File: config.mk
export PLATFORM = sky130hd
export DESIGN_NAME = downward_expander_gain
export DESIGN_NICKNAME = d
export VERILOG_FILES = /design/src/rtl/dge_pkg.sv /design/src/rtl/downward_expander_gain.sv /design/src/rtl/dge_regs.sv /design/src/rtl/dge_datapath.sv /design/src/rtl/dge_ctrl.sv
export VERILOG_INCLUDE_DIRS = /design/src /design/src/rtl
export SDC_FILE = /design/constraint.sdc
export NUM_CORES = 2
export LEC_CHECK = 0
export BUFFER_PORTS_ARGS = -buffer_cell sky130_fd_sc_hd__buf_2
export CAP_MARGIN = 5
export CORE_UTILIZATION = 50
export CTS_CLUSTER_SIZE = 40
export DETAILED_ROUTE_END_ITERATION = 10
export PLACE_DENSITY = 0.67
export SLEW_MARGIN = 30
export SYNTH_ARGS = -nofsm -noshare
export SYNTH_HDL_FRONTEND = slang
export SYNTH_SLANG_ARGS = --single-unit
File: constraint.sdc
create_clock -name clk -period 11.3 [get_ports clk]
set_clock_uncertainty 0.05 [all_clocks]
set_input_delay 1.13 -clock clk [delete_from_list [all_inputs] [get_ports clk]]
set_output_delay 1.13 -clock clk [all_outputs]
set_load 0.05 [all_outputs]
File: src/rtl/downward_expander_gain_macros.svh
// Assertion macros shared by the downward expander files.
`ifndef DOWNWARD_EXPANDER_GAIN_MACROS_SVH
`define DOWNWARD_EXPANDER_GAIN_MACROS_SVH

// Check cons in the same cycle as ante.
`define DGE_ASSERT_SAME(label, ante, cons, msg) \
  label: assert property (@(posedge clk) disable iff (!rst_n) (ante) |-> (cons)) \
    else $error(msg);

// Check cons in the cycle after ante.
`define DGE_ASSERT_NEXT(label, ante, cons, msg) \
  label: assert property (@(posedge clk) disable iff (!rst_n) (ante) |=> (cons)) \
    else $error(msg);

`endif

File: src/rtl/dge_pkg.sv
// Types and constants shared by the downward expander modules.
package dge_pkg;

  localparam int unsigned COEF_W = 25;
  localparam int unsigned THR_W  = 24;
  localparam int unsigned INV_W  = 44;
  localparam int unsigned POW_W  = 4;
  localparam int unsigned FRAC_W = 16;
  localparam int unsigned DATA_W = 64;
  localparam int unsigned ADDR_W = 6;

  localparam logic [23:0]       ONE_Q23 = 24'h800000;
  localparam logic [COEF_W-1:0] ONE_Q24 = 25'h1000000;

  typedef enum logic [2:0] {
    REG_ATTACK,
    REG_RELEASE,
    REG_THRESH,
    REG_THRINV,
    REG_POWER,
    REG_FRAC,
    REG_ENABLE
  } reg_idx_t;

  typedef struct packed {
    logic [COEF_W-1:0] attack_coef;
    logic [COEF_W-1:0] release_coef;
    logic [THR_W-1:0]  thr;
    logic [INV_W-1:0]  inv;
    logic [POW_W-1:0]  power;
    logic [FRAC_W-1:0] frac;
    logic              on;
  } cfg_t;

  // Operand pair fed to the shared multiplier.
  typedef enum logic [2:0] {
    MUL_NONE,
    MUL_STEP,
    MUL_UHI,
    MUL_ULO,
    MUL_POW,
    MUL_BLEND,
    MUL_GAIN,
    MUL_SCALE
  } mul_sel_t;

  // Register update performed by the datapath this cycle.
  typedef enum logic [3:0] {
    ACT_NONE,
    ACT_LOAD,
    ACT_ENV,
    ACT_ACC,
    ACT_U,
    ACT_P,
    ACT_B,
    ACT_G,
    ACT_RES_MAG,
    ACT_RES_MUL,
    ACT_OUT
  } act_t;

  typedef struct packed {
    mul_sel_t mul_sel;
    act_t     act;
  } dp_cmd_t;

  typedef struct packed {
    logic below;
  } dp_stat_t;

endpackage

File: src/rtl/downward_expander_gain.sv
// Top level of the downward expander: register bank, controller and datapath.
//
// Each sample word is scaled by a downward-expander gain derived from an envelope
// follower. All products go in turn through one max(SAMPLE_BITS, 24) x 25 multiplier,
// so the time from accepting a word to presenting its result is set by the
// controller's walk through that multiplier: with the expander off, or on with the
// updated envelope at or above the threshold, the magnitude passes to the output;
// below the threshold the ratio, min(gain_power, MAX_POWER) power steps (one multiply
// a cycle), the blend, the gain and the scale follow. The next word is taken in the
// cycle after the result enters the output register, while that result may still wait
// there. Register writes take effect at once and need no setup pass after reset.
`include "downward_expander_gain_macros.svh"

module downward_expander_gain #(
  parameter int SAMPLE_BITS = 24,
  parameter int MAX_POWER   = 9
) (
  input  logic                          clk,
  input  logic                          rst_n,
  input  logic                          in_valid,
  output logic                          in_stall,
  input  logic signed [SAMPLE_BITS-1:0] in_sample_in,
  output logic                          out_valid,
  input  logic                          out_stall,
  output logic signed [SAMPLE_BITS-1:0] out_sample_out,
  input  logic                          psel,
  input  logic                          penable,
  input  logic                          pwrite,
  input  logic [dge_pkg::ADDR_W-1:0]    paddr,
  input  logic [dge_pkg::DATA_W-1:0]    pwdata,
  output logic [dge_pkg::DATA_W-1:0]    prdata,
  output logic                          pready
);
  import dge_pkg::*;

  cfg_t     cfg;
  dp_cmd_t  dp_cmd;
  dp_stat_t dp_stat;

  dge_regs u_regs (
    .clk     (clk),
    .rst_n   (rst_n),
    .psel    (psel),
    .penable (penable),
    .pwrite  (pwrite),
    .paddr   (paddr),
    .pwdata  (pwdata),
    .prdata  (prdata),
    .pready  (pready),
    .cfg     (cfg)
  );

  dge_ctrl #(
    .MAX_POWER (MAX_POWER)
  ) u_ctrl (
    .clk       (clk),
    .rst_n     (rst_n),
    .in_valid  (in_valid),
    .in_stall  (in_stall),
    .out_valid (out_valid),
    .out_stall (out_stall),
    .cfg       (cfg),
    .stat      (dp_stat),
    .cmd       (dp_cmd)
  );

  dge_datapath #(
    .SB (SAMPLE_BITS)
  ) u_dp (
    .clk        (clk),
    .rst_n      (rst_n),
    .in_sample  (in_sample_in),
    .cfg        (cfg),
    .cmd        (dp_cmd),
    .stat       (dp_stat),
    .out_sample (out_sample_out)
  );

  // Checks on the sequencing
  `DGE_ASSERT_NEXT(a_busy_after_accept, in_valid && !in_stall, in_stall, "accept left idle")
  `DGE_ASSERT_SAME(a_mul_only_busy, dp_cmd.mul_sel != MUL_NONE, in_stall, "multiply while idle")
  `DGE_ASSERT_SAME(a_out_load_free, dp_cmd.act == ACT_OUT, !out_valid || !out_stall, "output lost")

endmodule

File: src/rtl/dge_regs.sv
// Configuration register bank behind the APB-style port.
module dge_regs (
  input  logic                       clk,
  input  logic                       rst_n,
  input  logic                       psel,
  input  logic                       penable,
  input  logic                       pwrite,
  input  logic [dge_pkg::ADDR_W-1:0] paddr,
  input  logic [dge_pkg::DATA_W-1:0] pwdata,
  output logic [dge_pkg::DATA_W-1:0] prdata,
  output logic                       pready,
  output dge_pkg::cfg_t              cfg
);
  import dge_pkg::*;

  cfg_t     cfg_r;
  cfg_t     cfg_nxt;
  reg_idx_t idx;
  logic     wr_en;

  assign idx    = reg_idx_t'(paddr[ADDR_W-1:3]);
  assign wr_en  = psel && penable && pwrite;
  assign pready = 1'b1;
  assign cfg    = cfg_r;

  // Decode the write
  always_comb begin
    cfg_nxt = cfg_r;
    if (wr_en) begin
      unique case (idx)
        REG_ATTACK:  cfg_nxt.attack_coef  = pwdata[COEF_W-1:0];
        REG_RELEASE: cfg_nxt.release_coef = pwdata[COEF_W-1:0];
        REG_THRESH:  cfg_nxt.thr          = pwdata[THR_W-1:0];
        REG_THRINV:  cfg_nxt.inv          = pwdata[INV_W-1:0];
        REG_POWER:   cfg_nxt.power        = pwdata[POW_W-1:0];
        REG_FRAC:    cfg_nxt.frac         = pwdata[FRAC_W-1:0];
        REG_ENABLE:  cfg_nxt.on           = pwdata[0];
        default: ;
      endcase
    end
  end

  // Read back
  always_comb begin
    unique case (idx)
      REG_ATTACK:  prdata = DATA_W'(cfg_r.attack_coef);
      REG_RELEASE: prdata = DATA_W'(cfg_r.release_coef);
      REG_THRESH:  prdata = DATA_W'(cfg_r.thr);
      REG_THRINV:  prdata = DATA_W'(cfg_r.inv);
      REG_POWER:   prdata = DATA_W'(cfg_r.power);
      REG_FRAC:    prdata = DATA_W'(cfg_r.frac);
      REG_ENABLE:  prdata = DATA_W'(cfg_r.on);
      default:     prdata = '0;
    endcase
  end

  always_ff @(posedge clk) begin
    if (!rst_n) begin
      cfg_r.attack_coef  <= ONE_Q24;
      cfg_r.release_coef <= ONE_Q24;
      cfg_r.thr          <= 24'd8192;
      cfg_r.inv          <= 44'h200000000;
      cfg_r.power        <= 4'd1;
      cfg_r.frac         <= '0;
      cfg_r.on           <= 1'b0;
    end else begin
      cfg_r <= cfg_nxt;
    end
  end

endmodule

File: src/rtl/dge_datapath.sv
// Datapath: envelope, shared multiplier and the gain chain registers.
module dge_datapath #(
  parameter int SB = 24
) (
  input  logic                 clk,
  input  logic                 rst_n,
  input  logic signed [SB-1:0] in_sample,
  input  dge_pkg::cfg_t        cfg,
  input  dge_pkg::dp_cmd_t     cmd,
  output dge_pkg::dp_stat_t    stat,
  output logic signed [SB-1:0] out_sample
);
  import dge_pkg::*;

  localparam int AW = (SB > 24) ? SB : 24;
  localparam int BW = 25;
  localparam int PW = AW + BW;

  logic [SB-1:0]     mag_r, env_r, res_r, out_r;
  logic              neg_r;
  logic [PW-1:0]     prod_r, acc_r;
  logic [23:0]       u_r, p_r, b_r, g_r;

  logic [SB-1:0]     raw, mag_in, diff, step;
  logic              up;
  logic [COEF_W-1:0] coef, coef_sat;
  logic [AW-1:0]     mul_a;
  logic [BW-1:0]     mul_b;
  logic [PW-1:0]     product;
  logic [PW:0]       usum;
  logic [23:0]       u_new, g_new;
  logic [16:0]       blend_k;
  logic [40:0]       bsum;
  logic [PW-24:0]    gq;

  // Sample magnitude; the most negative code maps to 2^(SB-1)
  assign raw    = in_sample;
  assign mag_in = raw[SB-1] ? (~raw + 1'b1) : raw;

  // Envelope step operands
  assign up       = mag_r > env_r;
  assign diff     = up ? (mag_r - env_r) : (env_r - mag_r);
  assign coef     = up ? cfg.attack_coef : cfg.release_coef;
  assign coef_sat = (coef > ONE_Q24) ? ONE_Q24 : coef;
  assign step     = prod_r[SB+23:24];

  // Shared multiplier operand select
  always_comb begin
    case (cmd.mul_sel)
      MUL_STEP:  begin mul_a = AW'(diff);  mul_b = coef_sat;              end
      MUL_UHI:   begin mul_a = AW'(env_r); mul_b = BW'(cfg.inv[43:23]);   end
      MUL_ULO:   begin mul_a = AW'(env_r); mul_b = BW'(cfg.inv[22:0]);    end
      MUL_POW:   begin mul_a = AW'(p_r);   mul_b = BW'(u_r);              end
      MUL_BLEND: begin mul_a = AW'(u_r);   mul_b = BW'(cfg.frac);         end
      MUL_GAIN:  begin mul_a = AW'(p_r);   mul_b = BW'(b_r);              end
      MUL_SCALE: begin mul_a = AW'(mag_r); mul_b = BW'(g_r);              end
      default:   begin mul_a = '0;         mul_b = '0;                    end
    endcase
  end

  assign product = PW'(mul_a) * PW'(mul_b);

  // Ratio to threshold, saturated to one
  assign usum  = (PW+1)'(acc_r) + (PW+1)'(prod_r >> 23);
  assign u_new = (usum > (PW+1)'(ONE_Q23)) ? ONE_Q23 : usum[23:0];

  // Linear blend term
  assign blend_k = 17'h10000 - 17'(cfg.frac);
  assign bsum    = 41'({blend_k, 23'b0}) + 41'(prod_r[39:0]);

  // Gain, clamped to one
  assign gq    = product[PW-1:23];
  assign g_new = (gq > (PW-23)'(ONE_Q23)) ? ONE_Q23 : gq[23:0];

  assign stat.below = AW'(env_r) < AW'(cfg.thr);
  assign out_sample = out_r;

  // Envelope state
  always_ff @(posedge clk) begin
    if (!rst_n) begin
      env_r <= '0;
    end else if (cmd.act == ACT_ENV) begin
      env_r <= up ? (env_r + step) : (env_r - step);
    end
  end

  // Working registers
  always_ff @(posedge clk) begin
    if (cmd.mul_sel != MUL_NONE) begin
      prod_r <= product;
    end
    case (cmd.act)
      ACT_LOAD: begin
        mag_r <= mag_in;
        neg_r <= raw[SB-1];
      end
      ACT_ACC:     acc_r <= prod_r;
      ACT_U: begin
        u_r <= u_new;
        p_r <= ONE_Q23;
      end
      ACT_P:       p_r   <= product[46:23];
      ACT_B:       b_r   <= bsum[39:16];
      ACT_G:       g_r   <= g_new;
      ACT_RES_MAG: res_r <= mag_r;
      ACT_RES_MUL: res_r <= product[SB+22:23];
      ACT_OUT:     out_r <= neg_r ? (~res_r + 1'b1) : res_r;
      default: ;
    endcase
  end

endmodule

File: src/rtl/dge_ctrl.sv
// Controller: sequences one sample through the shared multiplier.
module dge_ctrl #(
  parameter int MAX_POWER = 9
) (
  input  logic              clk,
  input  logic              rst_n,
  input  logic              in_valid,
  output logic              in_stall,
  output logic              out_valid,
  input  logic              out_stall,
  input  dge_pkg::cfg_t     cfg,
  input  dge_pkg::dp_stat_t stat,
  output dge_pkg::dp_cmd_t  cmd
);
  import dge_pkg::*;

  localparam int CW = $clog2(MAX_POWER + 1);
  localparam logic [POW_W-1:0] PMAX = POW_W'(MAX_POWER);

  typedef enum logic [3:0] {
    S_IDLE,
    S_PASS,
    S_ENV,
    S_ENVU,
    S_CMP,
    S_UHI,
    S_ULO,
    S_USUM,
    S_POW,
    S_BLEND,
    S_BADD,
    S_GAIN,
    S_SCALE,
    S_OUT
  } state_t;

  state_t           state_r, state_nxt;
  logic [CW-1:0]    cnt_r, cnt_nxt;
  logic             out_valid_r, out_valid_nxt;
  logic [POW_W-1:0] pw;

  assign pw        = (cfg.power > PMAX) ? PMAX : cfg.power;
  assign in_stall  = (state_r != S_IDLE);
  assign out_valid = out_valid_r;

  // Next state and datapath command
  always_comb begin
    state_nxt   = state_r;
    cnt_nxt     = cnt_r;
    cmd.mul_sel = MUL_NONE;
    cmd.act     = ACT_NONE;
    out_valid_nxt = (out_valid_r && !out_stall) ? 1'b0 : out_valid_r;
    unique case (state_r)
      S_IDLE: begin
        if (in_valid) begin
          cmd.act   = ACT_LOAD;
          state_nxt = cfg.on ? S_ENV : S_PASS;
        end
      end
      S_PASS: begin
        cmd.act   = ACT_RES_MAG;
        state_nxt = S_OUT;
      end
      S_ENV: begin
        cmd.mul_sel = MUL_STEP;
        state_nxt   = S_ENVU;
      end
      S_ENVU: begin
        cmd.act   = ACT_ENV;
        state_nxt = S_CMP;
      end
      S_CMP: begin
        if (stat.below) begin
          state_nxt = S_UHI;
        end else begin
          cmd.act   = ACT_RES_MAG;
          state_nxt = S_OUT;
        end
      end
      S_UHI: begin
        cmd.mul_sel = MUL_UHI;
        state_nxt   = S_ULO;
      end
      S_ULO: begin
        cmd.mul_sel = MUL_ULO;
        cmd.act     = ACT_ACC;
        state_nxt   = S_USUM;
      end
      S_USUM: begin
        cmd.act   = ACT_U;
        cnt_nxt   = pw[CW-1:0];
        state_nxt = (pw == '0) ? S_BLEND : S_POW;
      end
      S_POW: begin
        cmd.mul_sel = MUL_POW;
        cmd.act     = ACT_P;
        cnt_nxt     = cnt_r - 1'b1;
        if (cnt_r == CW'(1)) begin
          state_nxt = S_BLEND;
        end
      end
      S_BLEND: begin
        cmd.mul_sel = MUL_BLEND;
        state_nxt   = S_BADD;
      end
      S_BADD: begin
        cmd.act   = ACT_B;
        state_nxt = S_GAIN;
      end
      S_GAIN: begin
        cmd.mul_sel = MUL_GAIN;
        cmd.act     = ACT_G;
        state_nxt   = S_SCALE;
      end
      S_SCALE: begin
        cmd.mul_sel = MUL_SCALE;
        cmd.act     = ACT_RES_MUL;
        state_nxt   = S_OUT;
      end
      S_OUT: begin
        // Load the output word once the register is free or draining
        if (!out_valid_r || !out_stall) begin
          cmd.act       = ACT_OUT;
          out_valid_nxt = 1'b1;
          state_nxt     = S_IDLE;
        end
      end
      default: state_nxt = S_IDLE;
    endcase
  end

  always_ff @(posedge clk) begin
    if (!rst_n) begin
      state_r     <= S_IDLE;
      cnt_r       <= '0;
      out_valid_r <= 1'b0;
    end else begin
      state_r     <= state_nxt;
      cnt_r       <= cnt_nxt;
      out_valid_r <= out_valid_nxt;
    end
  end

endmodule
==> metrics.md <==
| Metric | Value |
|---|---|
| Global route total overflow | `0` |
| Starting Density | `0.505` |
| Worst hold slack | `0.362 ns` |
| EDFF count, synth | `267` |
| Worst Setup Path Type | `register to register` |
| RD Place Congestion | `1.06` |
| Worst IR Drop VDD | `0.155 mV` |
| Worst Hold Launch | `u_dp.prod_r[6]` |
| Post-synthesis simple-gate area fraction | `0.162` |
| Die width | `306 um` |
| Post-route setup TNS | `0 ns` |
| Worst r2r src | `u_dp.mag_r[0]` |
| WP data required | `11.71 ns` |
| Total power | `11,800 uW` |
| Nets | `6,400` |
| First DRT Iteration DRCs | `4,500` |
| DRC | `0` |
| Most frequent cells in the layout | `nand2_1 (915), inv_1 (751), fa_1 (509), ha_1 (314), buf_4 (313)` |
| Via count | `39,900` |
| Post-Syn Area | `46,300 um2` |
| Initial antenna violation count | `4` |
| Skew-Pair Late Insertion Delay | `0.62 ns` |
| Placement Setup Slack | `-0.00676 ns` |
| Final setup vio count | `0` |
| Power Dens Cells | `226 nW/um2` |
| Ys async rst share | `0` |
| Area of the die | `93,800 um2` |
| Hold Crit Depth | `0` |
| Synth Area in Adders | `0.305` |
| Area Overhead vs Synth | `12.5%` |
| Buf/Inv on CP | `13` |
| Clock buffer count from CTS | `46` |
| Synth Area in Compound Gates | `0.145` |
| Synth Instances | `5,195` |
| Clk sinks | `439` |
| CTS tree | `done` |
| Reg2Reg Setup Slack | `0.29 ns` |
| Worst path arrival time | `11.42 ns` |
| Period utilization | `0.974` |
| CP delay by family, top | `adder cells` |
| Global-route wire length before repair | `244,000 um` |
| Die extent in y | `306 um` |
| DR pass1 iterations | `7` |
| Post-Synth XOR/XNOR Area | `0.0375` |
| ANT nets after route | `0` |
| Crit start category | `register` |
| Syn Area/Cell | `8.91 um2` |
| Main synth FF type | `edfxtp_1` |
| Nature of the critical path endpoint | `register` |
| Ys Warns | `0` |
| Relative slew margins | `0.287` |
| Slew Limit Fails | `0` |
| Max H-tree Level | `2` |
| Worst R2R End | `u_dp.g_r[7]` |
| Core box area | `91,700 um2` |
| Layout cells sized above 1 | `0.123` |
| Final hold vios | `0` |
| Detailed-route vias per instance | `5.96` |
| Max incr delay on CP | `0.63 ns` |
| CP most frequent cell | `fa_1` |
| Crit-path max FO | `24` |
| Max cap viols | `0` |
| Register-to-Register Path Depth | `43` |
| Routed wire per std cell | `24.3 um` |
| GRT Util Overall | `0.346` |
| PortBufs | `147` |
| Final WS setup | `0.291 ns` |
| Reg clk slew, reported paths | `0.07 ns` |
| DP Wirelength | `129,000 um` |
| Final Non-Filler Cells | `6,697` |
| Largest net degree at the start of global routing | `90` |
| I/O pin count | `192` |
| Largest family of logic cells by synthesized area | `adder cells` |
| Vias in the first global route | `39,400` |
| Static leakage | `0.0233 uW` |
| Worst-margin pin slew | `1.06 ns` |
| Max stage delay cell, worst path | `fa_1` |
| Hold Path Class | `register to register` |
| Max Clk Rate | `0.0908 GHz` |
| Minimum clock period | `11.01 ns` |
| Sequential share of the synthesized area | `0.248` |
| Commonest non-fill, non-tap cell in the layout | `nand2_1` |
| Seq cells post-synth | `439` |
| Distinct cells, synth | `87` |
| Clk buf depth | `3` |
| Worst Hold Path EP | `u_dp.acc_r[6]` |
| FP Rows | `111` |
| Status | `complete, no violations` |
| Hold_buf cts | `0` |
| DP Cell Count | `6,591` |
| Clock root buffer | `clkbuf_16` |
| Final WL | `163,000 um` |
| Mux cell area share after synthesis | `0.0165` |
cell usage after synthesis (all sizes together), types with 10 or more instances:
cell,instances,share of area
mux2i,48,0.010
o21a,25,0.0041
nand2,918,0.074
fa,509,0.22
nor2,284,0.023
o22ai,20,0.0027
o21bai,23,0.0037
nor3,58,0.0071
a31oi,36,0.0049
o31ai,31,0.0051
nand3,59,0.0064
and2,114,0.015
nand4,24,0.0032
o21ai,173,0.019
and3,26,0.0035
o41ai,12,0.0023
buf,75,0.0096
o2111ai,10,0.0019
xnor2,139,0.026
nor3b,19,0.0033
a21boi,147,0.024
a221oi,30,0.0058
or4,14,0.0023
a22oi,73,0.012
nor4,27,0.0036
xor2,59,0.011
nor2b,39,0.0053
ha,316,0.085
a21o,92,0.015
inv,752,0.061
or3,21,0.0028
nand2b,39,0.0053
a222oi,24,0.0052
a221o,10,0.0022
a21oi,152,0.017
edfxtp,267,0.17
clkbuf,195,0.016
o211ai,32,0.0053
a211oi,22,0.0036
dfxtp,172,0.074
layer usage:
metal  global-route usage  part of all wire  up-vias
met1                0.458              0.40    19700
met5                    0           0.00022        -
li1                     -                 -    17700
met2                0.552              0.45     2060
met4                0.176             0.061        6
met3               0.0523             0.090      431
what timing repair did:
action | CTS | global route
cloned | 0 | 2
resized for setup | 1 | 52
buffers inserted | 0 | 19
setup endpoints to repair | 27 | 58
pin swaps | 1 | 17
flip-flops by register name, summed over array words and instances, names as in the netlist, 24 cells and up:
signal and cells:
u_dp.mag_r 24, u_dp.b_r 24, u_regs.cfg 139, u_dp.u_r 24, u_dp.res_r 24, u_dp.prod_r 49, u_dp.env_r 24, u_dp.g_r 24
u_dp.p_r 24, u_dp.out_sample 24, u_dp.acc_r 49
through the flow:
| stage | utilization | cell area [um2] |
|---|---|---|
| 4_1_cts | 0.564 | 51700 |
| 5_1_grt | 0.568 | 52100 |
| 3_3_place_gp | 0.547 | 50200 |
| 6_report | 0.568 | 52100 |
| 2_1_floorplan | - | 46400 |
| 3_5_place_dp | 0.547 | 50200 |
worst register-to-register path: cells and delay by family, from the launching register on:
family / cells / cell delay, ns
adder cells (fa/ha/maj): 10 / 4.45
AO/OA/AOI/OAI: 15 / 2.97
buffers and inverters: 13 / 1.72
AND/OR/NAND/NOR: 4 / 1.05
flip-flops: 1 / 0.41
XOR/XNOR: 1 / 0.21
area by class of cell:
| cell class | count | area, um2 |
|---|---|---|
| Clock inverter | 21 | 191 |
| Multi-Input combinational cell | 3753 | 31300 |
| Sequential cell | 439 | 11500 |
| Clock buffer | 63 | 1290 |
| Antenna cell | 1 | 2.50 |
| Timing Repair Buffer | 482 | 3550 |
| Fill cell | 8232 | 39600 |
| Tap cell | 1186 | 1480 |
| Inverter | 752 | 2820 |
how the worst max path moves through the flow:
stage	from	to	slack, ns	cells past startpoint
finish	u_dp.mag_r[0]	u_dp.g_r[7]	0.29	43
global route	u_dp.mag_r[0]	u_dp.g_r[2]	-0.05	45
CTS	u_dp.mag_r[0]	u_dp.g_r[7]	0.005	44
detailed placement	u_dp.mag_r[0]	u_dp.g_r[2]	-0.007	44
global placement	u_dp.mag_r[0]	u_dp.g_r[23]	0.03	43
floorplan	u_dp.env_r[1]	u_dp.g_r[10]	0.58	43
logic make-up after synthesis:
family	count (synthesis)
AND/OR/NAND/NOR	1675
multiplexers	64
flip-flops	439
adder cells (fa/ha/maj)	825
XOR/XNOR	198
other	2
buffers and inverters	1022
AO/OA/AOI/OAI	970
power by group:
part           switching, uW  internal (uW)
clock                    695            849
sequential               308           2160
combinational           4940           2830
Note: power is estimated with default switching activity, not from simulation.
